$ cat src/hw/rtl/gwm_pkg.sv
// Shared types and constants for the glob wildcard matcher.
package gwm_pkg;

  parameter int unsigned MaxPatternDef = 32;

  parameter logic [7:0] STAR_CHAR  = 8'h2A;
  parameter logic [7:0] QMARK_CHAR = 8'h3F;

  typedef enum logic [1:0] {
    OP_CLEAR   = 2'd0,
    OP_APPEND  = 2'd1,
    OP_SUBJECT = 2'd2,
    OP_END     = 2'd3
  } op_e;

  // broadcast to every cell on an accepted beat
  typedef struct packed {
    logic       step;     // any accepted beat
    logic       subject;  // subject character beat
    logic       clear;    // pattern clear beat
    logic [7:0] chr;      // character of the beat
  } cell_ctrl_t;

endpackage

$ cat src/hw/rtl/gwm_cell.sv
// One pattern position: stored character, valid bit and active bit.
module gwm_cell import gwm_pkg::*; #(
  parameter logic ActRst = 1'b0
) (
  input  logic       clk_i,
  input  logic       rst_ni,
  input  cell_ctrl_t ctrl_i,
  input  logic       wr_i,
  input  logic       adv_i,
  input  logic       clo_i,
  output logic       adv_o,
  output logic       clo_o,
  output logic       fin_o
);

  logic [7:0] chr_q;
  logic       vld_q, vld_d;
  logic       act_q, act_d;
  logic       is_star, eff_star, hit, stay, raw;

  assign is_star  = (chr_q == STAR_CHAR);
  assign hit      = (chr_q == QMARK_CHAR) || (chr_q == ctrl_i.chr);
  assign eff_star = wr_i ? (ctrl_i.chr == STAR_CHAR) : is_star;
  assign vld_d    = ctrl_i.clear ? 1'b0 : (vld_q | wr_i);

  assign adv_o = ctrl_i.subject & act_q & vld_q & ~is_star & hit;
  assign stay  = ctrl_i.subject & act_q & vld_q & is_star;
  assign raw   = stay | adv_i;
  // stars never sit side by side, so closure spans one position only
  assign clo_o = raw & eff_star & vld_d;
  assign act_d = raw | clo_i;
  assign fin_o = act_q & ~vld_q;

  always_ff @(posedge clk_i or negedge rst_ni) begin
    if (!rst_ni) begin
      vld_q <= 1'b0;
      act_q <= ActRst;
    end else if (ctrl_i.step) begin
      vld_q <= vld_d;
      act_q <= act_d;
    end
  end

  always_ff @(posedge clk_i) begin
    if (wr_i) begin
      chr_q <= ctrl_i.chr;
    end
  end

endmodule

$ cat src/hw/rtl/glob_wildcard_matcher_core.sv
// Top level: glob matcher built as a row of position cells.
// Throughput: one beat of any operation per cycle, except while the output register is full and not taken.
// The result beat is registered: it appears in the cycle after its end-of-subject beat is accepted.
// The single output register holds a result until taken; input stalls only while it is full.
// Reset: empty pattern, no overflow, only position zero active, no result pending.
// No clearing pass; the pattern store is valid-tracked per cell.
module glob_wildcard_matcher_core import gwm_pkg::*; #(
  parameter int unsigned MaxPattern = MaxPatternDef
) (
  input  logic       clk_i,
  input  logic       rst_ni,
  input  logic       s_axis_tvalid,
  output logic       s_axis_tready,
  input  logic [7:0] s_axis_tdata,   // [7:0] char_code
  input  logic [1:0] s_axis_tuser,   // [1:0] operation
  output logic       m_axis_tvalid,
  input  logic       m_axis_tready,
  output logic [7:0] m_axis_tdata    // [0] matched, [1] pattern_overflow, [7:2] zero
);

  localparam int unsigned LenW = $clog2(MaxPattern + 1);

  logic            acc;
  op_e             op;
  logic            keep, wr_any;
  logic [LenW-1:0] rlen_q, rlen_d;
  logic [LenW-1:0] clen_q, clen_d;
  logic            last_star_q, last_star_d;
  logic            ovf_q, ovf_d;
  logic            out_vld_q;
  logic [1:0]      out_q;
  cell_ctrl_t      ctrl;

  logic [MaxPattern:0] adv, clo, fin, wr;
  logic [MaxPattern:0] adv_in, clo_in;

  assign s_axis_tready = ~out_vld_q | m_axis_tready;
  assign acc           = s_axis_tvalid & s_axis_tready;
  assign op            = op_e'(s_axis_tuser);

  assign ctrl.step    = acc;
  assign ctrl.subject = acc && (op == OP_SUBJECT);
  assign ctrl.clear   = acc && (op == OP_CLEAR);
  assign ctrl.chr     = s_axis_tdata;

  // repeated stars collapse to one stored star
  assign keep   = (rlen_q != LenW'(MaxPattern)) &&
                  !((s_axis_tdata == STAR_CHAR) && last_star_q);
  assign wr_any = acc && (op == OP_APPEND) && keep;

  always_comb begin
    rlen_d      = rlen_q;
    clen_d      = clen_q;
    last_star_d = last_star_q;
    ovf_d       = ovf_q;
    if (acc) begin
      unique case (op)
        OP_CLEAR: begin
          rlen_d      = '0;
          clen_d      = '0;
          last_star_d = 1'b0;
          ovf_d       = 1'b0;
        end
        OP_APPEND: begin
          if (rlen_q == LenW'(MaxPattern)) begin
            ovf_d = 1'b1;
          end else begin
            rlen_d = rlen_q + LenW'(1);
          end
          if (wr_any) begin
            clen_d      = clen_q + LenW'(1);
            last_star_d = (s_axis_tdata == STAR_CHAR);
          end
        end
        default: ;
      endcase
    end
  end

  always_ff @(posedge clk_i or negedge rst_ni) begin
    if (!rst_ni) begin
      rlen_q      <= '0;
      clen_q      <= '0;
      last_star_q <= 1'b0;
      ovf_q       <= 1'b0;
      out_vld_q   <= 1'b0;
    end else begin
      rlen_q      <= rlen_d;
      clen_q      <= clen_d;
      last_star_q <= last_star_d;
      ovf_q       <= ovf_d;
      if (acc && (op == OP_END)) begin
        out_vld_q <= 1'b1;
      end else if (m_axis_tready) begin
        out_vld_q <= 1'b0;
      end
    end
  end

  always_ff @(posedge clk_i) begin
    if (acc && (op == OP_END)) begin
      out_q <= {ovf_q, (|fin) & ~ovf_q};
    end
  end

  assign m_axis_tvalid = out_vld_q;
  assign m_axis_tdata  = {6'b0, out_q};

  // position zero reseeds on every beat that is not a subject character
  assign adv_in[0] = acc && (op != OP_SUBJECT);
  assign clo_in[0] = 1'b0;

  for (genvar i = 0; i <= MaxPattern; i++) begin : g_cell
    if (i > 0) begin : g_link
      assign adv_in[i] = adv[i-1];
      assign clo_in[i] = clo[i-1];
    end
    assign wr[i] = wr_any && (clen_q == LenW'(i));

    gwm_cell #(
      .ActRst (i == 0)
    ) u_cell (
      .clk_i  (clk_i),
      .rst_ni (rst_ni),
      .ctrl_i (ctrl),
      .wr_i   (wr[i]),
      .adv_i  (adv_in[i]),
      .clo_i  (clo_in[i]),
      .adv_o  (adv[i]),
      .clo_o  (clo[i]),
      .fin_o  (fin[i])
    );
  end

  a_clen_le_rlen: assert property (@(posedge clk_i) disable iff (!rst_ni)
    clen_q <= rlen_q)
    else $error("stored length exceeds pattern length");

  a_ovf_full: assert property (@(posedge clk_i) disable iff (!rst_ni)
    ovf_q |-> (rlen_q == LenW'(MaxPattern)))
    else $error("overflow flagged with room left");

  a_one_end_pos: assert property (@(posedge clk_i) disable iff (!rst_ni)
    $onehot0(fin))
    else $error("more than one active position past the pattern");

  a_clear_len: assert property (@(posedge clk_i) disable iff (!rst_ni)
    ctrl.clear |=> (clen_q == '0) && (rlen_q == '0) && !ovf_q)
    else $error("clear did not empty the pattern");

endmodule

$ cat config.mk
export PLATFORM = sky130hd
export DESIGN_NAME = glob_wildcard_matcher_core
export DESIGN_NICKNAME = d
export VERILOG_FILES = /design/src/hw/rtl/gwm_pkg.sv /design/src/hw/rtl/gwm_cell.sv /design/src/hw/rtl/glob_wildcard_matcher_core.sv
export SDC_FILE = /design/constraint.sdc
export NUM_CORES = 1
export LEC_CHECK = 0
export BUFFER_PORTS_ARGS = -buffer_cell sky130_fd_sc_hd__buf_2
export CAP_MARGIN = 20
export CORE_ASPECT_RATIO = 2
export CORE_MARGIN = 2
export CORE_UTILIZATION = 45
export DETAILED_ROUTE_END_ITERATION = 6
export PLACE_DENSITY = 0.72
export SLEW_MARGIN = 20
export SYNTH_ARGS = -nofsm -noshare
export SYNTH_HDL_FRONTEND = slang
export SYNTH_SLANG_ARGS = --single-unit
$ cat constraint.sdc
create_clock -name clk_i -period 2.95 [get_ports clk_i]
set_input_delay 0.1475 -clock clk_i [delete_from_list [all_inputs] [get_ports clk_i]]
set_output_delay 0.1475 -clock clk_i [all_outputs]
set_load 0.02 [all_outputs]
# == Yosys cells after proc, flatten, opt, wreduce, memory -nomap -nowiden ==
# Index checks and enable logic that the tools add are counted.
# classes
n_eq_ne,139
n_reduce_logical,82
n_bitwise,428
n_addsub,2
n_mux,75
# op_table
operator,n
$eq A8 B6 Y1 const B,66
$and A1 B1 Y1,262
$eq A8 B8 Y1,32
$or A1 B1 Y1,99
$eq A6 B5 Y1 const B,16
$mux W1,69
$not A1 Y1,67
$eq A6 B4 Y1 const B,8
$logic_and A1 B1 Y1,41
$reduce_or A33 Y1,1
$logic_or A1 B1 Y1,32
$eq A6 B3 Y1 const B,4
$pmux W6 S2,2
$add A6 B1 Y6 const B,2
$eq A6 B2 Y1 const B,2
$eq A6 B6 Y1 const B,2
$mux W6,2
$reduce_and A3 Y1,3
$eq A6 B1 Y1 const B,1
$logic_not A6 Y1,1
$ne A2 B2 Y1 const B,3
$ne A6 B6 Y1 const B,1
$eq A2 B2 Y1 const B,2
$pmux W1 S2,2
other kinds (5),6
# word_totals
word_cells,831
regBits,347
output_inout_bits,10

# == Depth between registers and ports, before layout ==
# Gate-level depths: netlist of the first run.
# depth
ltp_word,12
mapped_depth,11

# == Cells and area by module ==
# From an unflattened synthesis of the first run, not the netlist that was laid out.
# hier_totals
cells_unflattened,1599
hier_area_um2,18183.7
# by_module_without_submodules
module,seq_area_each_um2,area_each_um2,instances,cells_per_inst
gwm_cell (g_cell[10].u_cell ...),290.3,509.2,32,43
glob_wildcard_matcher_core,435.4,1377.6,1,180
gwm_cell (g_cell[0].u_cell),291.5,510.5,1,43

# == Worst setup path before layout of the first run ==
# No wires, ideal clock.
# synth_timing
kind,flip-flop to flip-flop
startpoint,register out_vld_q (netlist: m_axis_tvalid)
endpoint,register g_cell[7].u_cell.chr_q[0] (enable)
required_ps,2564
path_slack_ps,512
synth_period_minus_slack_ps,2438
t_arrival_ps,2053
path_stages_with_launch,7
setup_ps,386
path_cell_list,dfrtp_1 > nor2b_1 > buf_6 > nor3_4 > nand4b_4 > buf_2 > nor3_1
# synth_via
elab_chain_len,6
# synth_rtl
element,line,text
start: declaration,glob_wildcard_matcher_core.sv:30,logic out_vld_q;
start signal: assignment,glob_wildcard_matcher_core.sv:86,out_vld_q <= 1'b0;
start signal: assignment,glob_wildcard_matcher_core.sv:93,out_vld_q <= 1'b1;
start signal: assignment,glob_wildcard_matcher_core.sv:95,out_vld_q <= 1'b0;
$not A1 Y1,glob_wildcard_matcher_core.sv:37,assign s_axis_tready = ~out_vld_q | m_axis_tready;
$or A1 B1 Y1,glob_wildcard_matcher_core.sv:37,
$and A1 B1 Y1,glob_wildcard_matcher_core.sv:38,assign acc = s_axis_tvalid & s_axis_tready;
$logic_and A1 B1 Y1 (2 in a row),glob_wildcard_matcher_core.sv:49,assign wr_any = acc && (op == OP_APPEND) && keep;
$logic_and A1 B1 Y1,glob_wildcard_matcher_core.sv:118,assign wr[i] = wr_any && (clen_q == LenW'(i));
named net g_cell[7].u_cell.wr_i,gwm_cell.sv:8,"input logic wr_i,"
end signal: assignment,gwm_cell.sv:46,chr_q <= ctrl_i.chr;
end: declaration,gwm_cell.sv:16,logic [7:0] chr_q;
# The timed path passes the listed nets, and every way through them passes these cells.
# A chain may end at the register's enable or synchronous reset.

# == Worst setup path in the final report of the first run ==
# layout_timing
startpoint,register rlen_q[0]
endpoint,register g_cell[1].u_cell.act_q
# layout_via
elab_chain_len,8
word_cells_on_any_way,10
classes_between,eq/ne (1); mux (2); bitwise (4); reduce/logical (3)
# layout_rtl
element,line,text
start: declaration,glob_wildcard_matcher_core.sv:26,"logic [LenW-1:0] rlen_q, rlen_d;"
start signal: assignment,glob_wildcard_matcher_core.sv:88,rlen_q <= rlen_d;
$ne A6 B6 Y1 *,glob_wildcard_matcher_core.sv:47,assign keep = (rlen_q != LenW'(MaxPattern)) &&
$logic_and A1 B1 Y1 *,glob_wildcard_matcher_core.sv:47,
$logic_and A1 B1 Y1 *,glob_wildcard_matcher_core.sv:49,
$logic_and A1 B1 Y1 *,glob_wildcard_matcher_core.sv:118,
named net g_cell[0].u_cell.wr_i,gwm_cell.sv:8,
$mux W1 or $or A1 B1 Y1 (tied branches),"gwm_cell.sv:23, gwm_cell.sv:24",
$and A1 B1 Y1 or $mux W1 (tied branches),"gwm_cell.sv:30, gwm_cell.sv:24",
$and A1 B1 Y1 *,gwm_cell.sv:30,assign clo_o = raw & eff_star & vld_d;
$or A1 B1 Y1 *,gwm_cell.sv:31,assign act_d = raw | clo_i;
end signal: assignment,gwm_cell.sv:37,act_q <= ActRst;
end signal: assignment,gwm_cell.sv:40,act_q <= act_d;
end: declaration,gwm_cell.sv:18,"logic act_q, act_d;"
# Mark *: on every way through the listed nets, which the timed path passes. The rest lies on a longest branch.

==> qor.csv, run 1 <==
stage;metric;value;unit
timing;worst_pin_slew;886;ps
yosys;synth.distinct_cells;79;
yosys;seq_area_frac_synth;58.0;%
global_route;grt_pass1_vias;12526;
hold_path;min_path_cells;1;
yosys;synthArstFlopShare;23.3;%
timing;slew_headroom;41.0;%
floorplanning;pin_count;24;
global_route;grt_max_degree;50;
detailed_routing;antenna_left;0;
power;power_density;522;nW/um^2
critical_path;cp-end-kind;flip-flop;
detailed_routing;drt_iter0_drc;815;
run_status;status;complete, no violations;
critical_path;reg2reg_depth;9;
timing;final.setup.tns;0;ps
yosys;synth-edff-count;266;
yosys;synthCells;1462;
power;leakagePower;6.59;nW
floorplanning;dieArea;40100;um^2
hold_path;hp-start;s_axis_tdata[2];
timing;setup_slack;418;ps
critical_path;crit-reg2reg-launch;rlen_q[0];
flow_run;maxCapViolCount;0;
critical_path;worst_r2r_endpoint;g_cell[1].u_cell.act_q;
power;peakVddDrop;0.382;mV
cts;tritoncts;built;
placement;io_buffer_count;17;
timing;min_period;2530;ps
detailed_routing;drtPass1Iterations;5;
timing;slew_viol_final;0;
finish;finalNetCount;1539;
placement;gp_congestion;0.941;
floorplanning;placementRows;101;
global_route;gr-total-overflow;0;
cts;clock_latency;570;ps
hold_path;holdPathEnd;g_cell[28].u_cell.chr_q[2];
finish;area_delta_synth_final;10.6;%
floorplanning;die_x;143;um
yosys;yosysWarningCount;0;
yosys;yosysTopAreaCell;edfxtp_1;
floorplanning;die_y;281;um
critical_path;worstSetupStartpointType;flip-flop;
yosys;yosysTopAreaCellShare;46.3;%
yosys;avgSynthCellArea;11.8;um^2
cts;cts.repair.resized;0;
cts;cts_buffer_depth;3;
placement;hpwl;32200;um
cts;htreeDepth;1;
critical_path;reg2reg_slack;420;ps
detailed_routing;wire_per_inst;22.2;um
yosys;synth_commonest_cells;edfxtp_1, xor2_1, nor2_1;
yosys;ys_seq_elements;347;
cts;cts.sinks;347;
floorplanning;coreArea;37900;um^2
floorplanning;start_util;45.5;%
critical_path;critPathArrivalTime;3000;ps
finish;n_antenna_cell;0;
timing;fmax;395;MHz
yosys;synth.area.top_cells;edfxtp_1, dfrtp_1, xor2_1;
detailed_routing;routed_wl;44500;um
critical_path;worstPathMaxFanout;19;
timing;fin_crit_sh;85.8;%
yosys;yosysMostFrequentCell;edfxtp_1;
detailed_routing;drc;0;
detailed_routing;num_vias;12046;
placement;dp_slack;466;ps
timing;rsz0062_at_grt;no;
finish;fill_cells;3190;
critical_path;path_class;reg2reg;
global_route;grt_pass1_wl;68800;um
finish;final_layout_size_suffix_gt1_share;10.3;%
timing;skew;16.5;ps
detailed_routing;vias_per_cell;6.01;
yosys;synth_area;17300;um^2
cts;clk_pin_slew;70;ps
hold_path;worstHoldPathType;in2reg;
cts;root_buffer;clkbuf_16;
yosys;ys.flop_type;edfxtp_1;
timing;setup_viol;0;
global_route;grtUsageTotal;22.4;%
cts;cts_buffers;27;
global_route;antenna_found_initial;0;
timing;hold_violations;0;
critical_path;cp_data_required_time;3410;ps
how the worst max path moves through the flow:
stage          depth (start not counted)  slack, ps          start                          to
2_1_floorplan                          6        510  m_axis_tvalid   g_cell[7].u_cell.chr_q[0]
3_3_place_gp                           7        490      rlen_q[0]  g_cell[32].u_cell.chr_q[7]
3_5_place_dp                           7        470      rlen_q[0]  g_cell[32].u_cell.chr_q[7]
4_1_cts                                9        440      rlen_q[0]      g_cell[1].u_cell.act_q
5_1_grt                                9        240      rlen_q[0]      g_cell[1].u_cell.act_q
6_report                               9        420      rlen_q[0]      g_cell[1].u_cell.act_q
registers in the layout (all words and copies together), names as in the netlist:
signal	cells
g_cell.u_cell.chr_q	264
g_cell.u_cell.act_q	33
g_cell.u_cell.vld_q	33
clen_q	6
rlen_q	6
out_q	2
last_star_q	1
m_axis_tvalid	1
ovf_q	1
kinds of logic (layout without fill, tap and decap cells):
logic type / after synthesis / in the layout / share of synthesized area (%)
AO/OA/AOI/OAI: 159 / 159 / 6.10
XOR/XNOR: 263 / 263 / 13.3
adder cells (fa/ha/maj): 6 / 6 / 0.435
buffers and inverters: 111 / 184 / 3.00
flip-flops: 347 / 347 / 58.0
multiplexers: 10 / 10 / 0.580
other: 1 / 6 / 0.0217
AND/OR/NAND/NOR: 565 / 565 / 18.5
power by group:
part / leakage [nW] / switching [W] / internal [W]
registers: 3.47 / 0.0000986 / 0.00536
logic: 2.70 / 0.000564 / 0.000269
clock network: 0.422 / 0.00170 / 0.00198
total: 6.59 / 0.00236 / 0.00761
layout make-up:
class / instances / area (um^2) / area share [%]
Multi-Input combinational cell: 1009 / 6760 / 35.4
Tap cell: 463 / 579 / 3.03
Clock buffer: 31 / 701 / 3.67
Inverter: 43 / 161 / 0.845
Clock inverter: 19 / 186 / 0.976
Timing Repair Buffer: 91 / 703 / 3.68
Sequential cell: 347 / 10000 / 52.4
metal layers:
metal	global-route usage [%]	vias to the layer above	routed length, um
met1	22.4	5975	15100
met4	15.5	0	3500
met3	2.86	186	1900
li1	-	5498	-
met5	0	-	0
met2	42.2	387	24100
repair_timing:
item	CTS	global route
setup buffers	0	0
hold buffers	6	0
endpoints found under the hold margin	55	0
worst max-delay path, cell delays in order, from the launching register on:
cell	delay, ps
dfrtp_1	420
inv_1	60
ha_1	190
nor4b_2	170
nand2_2	310
nand4b_4	350
nor3_1	410
buf_4	260
nor2_1	60
o31ai_1	210
stage by stage:
step / cell area [um^2] / utilization, % / hold WS [ps] / instances / total power, W
after floorplan: 17300 / - / -148 / 1467 / 0.00603
after global placement: 18200 / 47.9 / 227 / 1947 / 0.00635
after detailed placement: 18200 / 47.9 / 229 / 1947 / 0.00637
after CTS: 19100 / 50.4 / 24.4 / 2003 / 0.0100
after global routing: 19100 / 50.4 / 25.6 / 2003 / 0.0103
final: 19100 / 50.4 / 40.4 / 2003 / 0.00997
placed cells by master, fill, tap and decap left out, drive strengths merged, types with 14 or more instances in the layout:
cell      n
a21oi    35
and3     26
and4     17
buf      85
clkbuf   31
dfrtp    80
edfxtp  266
inv      46
nand2    49
nand2b   14
nand3    61
nand4    57
nor2    147
nor3     59
nor4     71
o21ai    30
o22ai    17
xnor2    65
xor2    198
(Power assumes the default switching activity.)
==> inputs of run 2 (changes only) <==
--- a/config.mk
+++ b/config.mk
@@ -5,6 +5,7 @@
 export SDC_FILE = /design/constraint.sdc
 export NUM_CORES = 1
 export LEC_CHECK = 0
+export ABC_AREA = 1
 export BUFFER_PORTS_ARGS = -buffer_cell sky130_fd_sc_hd__buf_2
 export CAP_MARGIN = 20
 export CORE_ASPECT_RATIO = 2
==> qor.csv, run 2 <==
stage;metric;value;unit;change
run_status;status;complete, no violations;;
finish;utilization;49.6;%;-0.82 points
critical_path;path_common_cell;inv_1;;
yosys;synth_area;18900;um^2;+9.3%
yosys;yosysTopAreaCellShare;42.3;%;-3.9 points
placement;dpl_cell_area;19500;um^2;+7.6%
timing;slew_viol_final;0;;unchanged
floorplanning;die_y;294;um;+4.5%
cts;tritoncts;built;;
timing;skew;21.1;ps;+4.62 ps
critical_path;worstPathMaxFanout;8;;-11
hold_path;min_path_cells;3;;+2
global_route;grtUsageTotal;23.1;%;+0.68 points
power;power_density;514;nW/um^2;-1.5%
detailed_routing;drt_iter0_drc;981;;+20%
detailed_routing;wire_per_inst;17.7;um;-20%
power;peakVddDrop;0.514;mV;+35%
yosys;synth_commonest_cells;nand2_1, inv_1, edfxtp_1;;
detailed_routing;drtPass1Iterations;6;;+1
hold_path;holdPathEnd;out_q[0];;
detailed_routing;num_vias;15014;;+25%
detailed_routing;vias_per_cell;5.35;;-11%
timing;slew_headroom;33.9;%;-7.0 points
yosys;avgSynthCellArea;8.49;um^2;-28%
floorplanning;coreArea;41600;um^2;+9.8%
floorplanning;placementRows;106;;+5.0%
finish;final_cell_mix;nand2_1, inv_1, edfxtp_1, nor2_1, xnor2_1;;
yosys;seq_area_frac_synth;53.1;%;-4.9 points
global_route;grt_max_degree;82;;+64%
yosys;synthArstFlopShare;23.3;%;unchanged
finish;largest_reg_flops;264;;unchanged
finish;ff_latch_area;10000;um^2;unchanged
timing;worst_pin_slew;991;ps;+105 ps
finish;area_delta_synth_final;9.42;%;
critical_path;reg2reg_depth;12;;+3
hold_path;hp-start;s_axis_tuser[0];;
floorplanning;die_x;149;um;+4.4%
detailed_routing;antenna_left;0;;unchanged
flow_run;maxCapViolCount;0;;unchanged
finish;final_layout_size_suffix_gt1_share;5.92;%;-4.4 points
timing;setup_slack;117;ps;-300 ps
timing;min_period;2830;ps;+300 ps
timing;rsz0062_at_grt;yes;;
yosys;ys_seq_elements;347;;unchanged
timing;setup_viol;0;;unchanged
floorplanning;start_util;45.3;%;-0.24 points
critical_path;crit-reg2reg-launch;rlen_q[0];;
yosys;ys.flop_type;edfxtp_1;;
cts;post_cts_buffers;0;;unchanged
global_route;gr-total-overflow;0;;unchanged
power;leakagePower;8.70;nW;+32%
timing;final.setup.tns;0;ps;unchanged
cts;cts_buffers;30;;+11%
yosys;yosysTopAreaCell;edfxtp_1;;
yosys;synth-edff-count;266;;unchanged
placement;hpwl;34900;um;+8.5%
floorplanning;pin_count;24;;unchanged
timing;fmax;353;MHz;-11%
detailed_routing;routed_wl;49800;um;+12%
critical_path;critPathArrivalTime;3060;ps;+60 ps
finish;fin_cells;2805;;+40%
timing;fin_crit_sh;96.0;%;+10 points
critical_path;worst_path_max_delay_cell;nand3_1;;
cts;root_buffer;clkbuf_16;;
critical_path;path_class;reg2reg;;
hold_path;worstHoldPathType;in2reg;;
finish;top_register;g_cell.u_cell.chr_q;;
cts;cts.sinks;347;;unchanged
yosys;synth.distinct_cells;36;;-54%
placement;dp.cells;2745;;+41%
critical_path;path_cells;inv_1 > ha_1 > nand2_1 > inv_1 > nand3_1 > nand2_2 > nor2_8 > nand2_2 > inv_1 > nand3_1 > buf_4 > nor2_2;;
placement;io_buffer_count;17;;unchanged
critical_path;worst_r2r_endpoint;g_cell[24].u_cell.chr_q[2];;
finish;top_regs;g_cell.u_cell.chr_q: 264 flops, g_cell.u_cell.act_q: 33 flops, g_cell.u_cell.vld_q: 33 flops;;
placement;dp_slack;28.8;ps;-437 ps
global_route;grt_pass1_vias;15118;;+21%
cts;htreeDepth;1;;unchanged
detailed_routing;drc;0;;unchanged
global_route;grt_pass1_wl;78400;um;+14%
finish;final_area;20600;um^2;+8.1%
placement;gp_congestion;0.942;;+0.15%
critical_path;cp_data_required_time;3180;ps;-230 ps
cts;clock_latency;580;ps;about the same
critical_path;critPathMaxStageDelay;450;ps;+30 ps
yosys;synthCells;2222;;+52%
cts;clk_pin_slew;70;ps;about the same
critical_path;cp-end-kind;flip-flop;;
yosys;synth.area.top_cells;edfxtp_1, nand2_1, dfrtp_1;;
yosys;yosysWarningCount;0;;unchanged
cts;cts_buffer_depth;3;;unchanged
finish;fill_cells;3789;;+19%
global_route;antenna_found_initial;0;;unchanged
finish;multiInputGateArea;7380;um^2;+9.2%
critical_path;reg2reg_slack;120;ps;-300 ps
floorplanning;dieArea;43700;um^2;+9.1%
timing;hold_violations;0;;unchanged
finish;layout_commonest_cell;nand2_1;;
finish;finalNetCount;2261;;+47%
yosys;yosysMostFrequentCell;nand2_1;;
finish;n_antenna_cell;0;;unchanged
critical_path;worstSetupStartpointType;flip-flop;;
-- run 2: cell count changes after synthesis, sizes merged, moves of 59 or more --
cell   before  now
nand2      49  709
xor2      198    0
nand3      61  141
nand4      57  116
nor4       71    0
xnor2      65  172
inv        43  295
-- run 2: metrics by stage --
stage	hold WS (ps)	power (W)
after floorplan	-148	0.00611
after global placement	208	0.00647
after detailed placement	210	0.00649
after CTS	30.1	0.0107
after global routing	59.1	0.0110
final	48.8	0.0106
-- run 2: metal layers --
metal / vias to the layer above / GRT usage, % / share of wire [%] / routed length (um)
li1: 7195 / - / - / -
met3: 162 / 1.89 / 4.2 / 2100
met4: 0 / 16.9 / 8.0 / 3960
met5: - / 0 / 0 / 0
met2: 475 / 43.3 / 53 / 26400
met1: 7182 / 23.6 / 35 / 17300
-- run 2: repair_timing --
item | CTS | global route
endpoints found under the hold margin | 83 | 0
setup endpoints to repair | 0 | 38
hold buffers | 4 | 0
gates resized for setup | 0 | 4
-- run 2: power breakdown --
group          switching (W)  internal (W)  total [W]
registers          0.0000971       0.00536    0.00546
logic               0.000683      0.000264   0.000947
clock network        0.00183       0.00238    0.00421
total                0.00261       0.00800     0.0106
-- run 2: layout make-up --
type                            count  share of cell area [%]
Timing Repair Buffer               54                    1.98
Multi-Input combinational cell   1512                    35.8
Tap cell                          540                    3.27
Inverter                          296                    5.38
Sequential cell                   347                    48.5
Clock buffer                       35                    3.83
Clock inverter                     21                    1.27
-- run 2: worst max-delay path by stage --
stage | startpoint | end | slack (ps) | depth (start not counted)
finish | rlen_q[0] | g_cell[24].u_cell.chr_q[2] | 120 | 12
global route | rlen_q[0] | g_cell[25].u_cell.chr_q[7] | -20 | 11
CTS | rlen_q[0] | g_cell[22].u_cell.chr_q[6] | 5 | 12
detailed placement | rlen_q[0] | g_cell[24].u_cell.chr_q[4] | 30 | 12
global placement | rlen_q[0] | g_cell[24].u_cell.chr_q[0] | 50 | 12
floorplan | m_axis_tvalid | g_cell[16].u_cell.chr_q[0] | 750 | 8
-- run 2: logic make-up (layout without fill, tap and decap cells) --
logic type,Yosys count,in the layout,synth area share (%)
compound gates,63,63,1.80
other cells,1,6,0.0199
simple gates,1265,1265,28.8
fa+ha+maj,6,6,0.398
buf+inv,368,406,7.94
xor+xnor,172,172,7.98
flops,347,347,53.1
-- run 2: worst max-delay path, delay by kind of cell (launching register included) --
kind / cells / cell delay (ps)
flops: 1 / 380
buf+inv: 4 / 600
fa+ha+maj: 1 / 200
simple gates: 7 / 1290
==> inputs of run 3 (changes only) <==
--- a/config.mk
+++ b/config.mk
@@ -9,7 +9,7 @@
 export BUFFER_PORTS_ARGS = -buffer_cell sky130_fd_sc_hd__buf_2
 export CAP_MARGIN = 20
 export CORE_ASPECT_RATIO = 2
-export CORE_MARGIN = 2
+export CORE_MARGIN = 10
 export CORE_UTILIZATION = 45
 export DETAILED_ROUTE_END_ITERATION = 6
 export PLACE_DENSITY = 0.72
==> qor.csv, run 3 (same netlist as run 2, synthesis figures left out) <==
stage;metric;value;unit;change
floorplanning;coreArea;41600;um^2;unchanged
critical_path;worstPathMaxFanout;8;;unchanged
timing;fmax;362;MHz;+2.6%
placement;gp_congestion;0.978;;+3.8%
floorplanning;start_util;45.3;%;unchanged
floorplanning;die_y;310;um;+5.5%
floorplanning;die_x;165;um;+11%
cts;htreeDepth;1;;unchanged
critical_path;reg2reg_depth;11;;-1
flow_run;maxCapViolCount;0;;unchanged
critical_path;worst_path_max_delay_cell;nor2_1;;
critical_path;path_common_cell;inv_1;;
placement;io_buffer_count;17;;unchanged
timing;slew_headroom;32.4;%;-1.6 points
timing;worst_pin_slew;1010;ps;+23.6 ps
cts;cts_buffers;28;;-6.7%
global_route;grt_pass1_vias;15298;;+1.2%
finish;top_regs;g_cell.u_cell.chr_q: 264 flops, g_cell.u_cell.act_q: 33 flops, g_cell.u_cell.vld_q: 33 flops;;
power;peakVddDrop;0.463;mV;-10%
timing;setup_viol;0;;unchanged
detailed_routing;drc;0;;unchanged
detailed_routing;vias_per_cell;5.37;;+0.34%
critical_path;cp-startpoint;rlen_q[0];;
critical_path;path_cells;inv_1 > ha_1 > nand2_1 > inv_1 > nand3_1 > nand2_2 > nor2_8 > nand2_2 > inv_1 > nand3_1 > nor2_1;;
finish;n_antenna_cell;0;;unchanged
finish;layout_commonest_cell;nand2_1;;
cts;root_buffer;clkbuf_16;;
finish;area_delta_synth_final;8.57;%;
critical_path;critPathMaxStageDelay;670;ps;+220 ps
finish;fin_cells;2798;;-0.25%
timing;rsz0062_at_grt;no;;
critical_path;cp.depth;11;;-1
timing;hold_violations;0;;unchanged
placement;dp.cells;2741;;-0.15%
finish;finalNetCount;2256;;-0.22%
detailed_routing;antenna_left;0;;unchanged
detailed_routing;wire_per_inst;17.9;um;+0.65%
timing;worst_hold_slack;53.2;ps;+4.46 ps
hold_path;holdPathEnd;out_q[0];;
timing;final.setup.tns;0;ps;unchanged
finish;top_register;g_cell.u_cell.chr_q;;
global_route;gr-total-overflow;0;;unchanged
hold_path;worstHoldPathType;in2reg;;
floorplanning;dieArea;51000;um^2;+17%
detailed_routing;routed_wl;50000;um;+0.40%
critical_path;cp_data_required_time;3150;ps;-30 ps
cts;clk_pin_slew;70;ps;about the same
timing;slew_viol_final;0;;unchanged
detailed_routing;drt_iter0_drc;949;;-3.3%
critical_path;cp-end-kind;flip-flop;;
cts;clock_latency;570;ps;about the same
timing;fin_crit_sh;93.6;%;-2.4 points
critical_path;critPathTopFamily;simple AND/OR/NAND/NOR gates;;
timing;skew;17.2;ps;-3.96 ps
global_route;antenna_found_initial;0;;unchanged
global_route;grt_max_degree;67;;-18%
cts;cts.repair.resized;0;;unchanged
hold_path;hp-start;s_axis_tuser[0];;
power;power_density;497;nW/um^2;-3.3%
placement;hpwl;34700;um;-0.56%
cts;cts_buffer_depth;3;;unchanged
global_route;grt_pass1_wl;78700;um;+0.38%
finish;final_layout_size_suffix_gt1_share;5.27;%;-0.65 points
hold_path;min_path_cells;3;;unchanged
detailed_routing;drtPass1Iterations;5;;-1
finish;final_cell_mix;nand2_1, inv_1, edfxtp_1, nor2_1, xnor2_1;;
cts;cts.sinks;347;;unchanged
global_route;grtUsageTotal;19.5;%;-3.6 points
critical_path;path_buf_inv;3;;-1
cts;tritoncts;built;;
detailed_routing;num_vias;15027;;+0.087%
power;leakagePower;8.64;nW;-0.76%
critical_path;reg2reg_slack;190;ps;+70 ps
finish;largest_reg_flops;264;;unchanged
timing;min_period;2760;ps;-71.2 ps
critical_path;worst_r2r_endpoint;g_cell[16].u_cell.chr_q[4];;
critical_path;path_class;reg2reg;;
run_status;status;complete, no violations;;
critical_path;critPathArrivalTime;2970;ps;-90 ps
floorplanning;pin_count;24;;unchanged
floorplanning;placementRows;106;;unchanged
critical_path;worstSetupStartpointType;flip-flop;;
critical_path;crit-reg2reg-launch;rlen_q[0];;
[run 3: final cells by class]
class | instances | area, um^2
repair buffers | 51 | 400
clock buffers | 38 | 759
fillers | 3808 | 21200
multi-input cells | 1512 | 7370
flip-flops and latches | 347 | 10000
clock inverters | 14 | 150
well taps | 540 | 676
inverters | 296 | 1110
[run 3: worst max path at each step]
stage	end
floorplan	g_cell[16].u_cell.chr_q[0]
global placement	g_cell[16].u_cell.chr_q[6]
detailed placement	g_cell[16].u_cell.chr_q[7]
CTS	g_cell[23].u_cell.chr_q[7]
global route	g_cell[25].u_cell.chr_q[7]
finish	g_cell[16].u_cell.chr_q[4]
[run 3: timing repair]
item | 4_1_cts | 5_1_grt
hold buffers | 5 | 0
hold endpoints to repair | 49 | 0
buffers inserted | 0 | 0
[run 3: metal layers]
metal	global-route usage [%]	vias up	part of all wire, %
li1	-	7182	-
met1	18.6	7169	34
met2	37.6	485	55
met3	1.86	191	4.2
met4	13.7	0	7.1
met5	0	-	0
[run 3: report_power, final]
part | switching (W) | internal, W | total (W)
Clock | 0.00176 | 0.00201 | 0.00377
Sequential | 0.0000962 | 0.00536 | 0.00545
Combinational | 0.000692 | 0.000265 | 0.000957
Total | 0.00255 | 0.00763 | 0.0102
[run 3: through the flow]
step / utilization [%] / power, W / instance area, um^2 / worst slack, ps
floorplan: - / 0.00611 / 18900 / 747
finish: 49.2 / 0.0102 / 20500 / 189
global route: 49.2 / 0.0105 / 20500 / 11.1
CTS: 49.2 / 0.0102 / 20500 / 177
global placement: 46.9 / 0.00647 / 19500 / 202
detailed placement: 46.9 / 0.00650 / 19500 / 188
[run 3: worst min-delay path, delay by kind of cell]
kind          cells  cell delay [ps]
buf+inv           2              220
simple gates      1               80
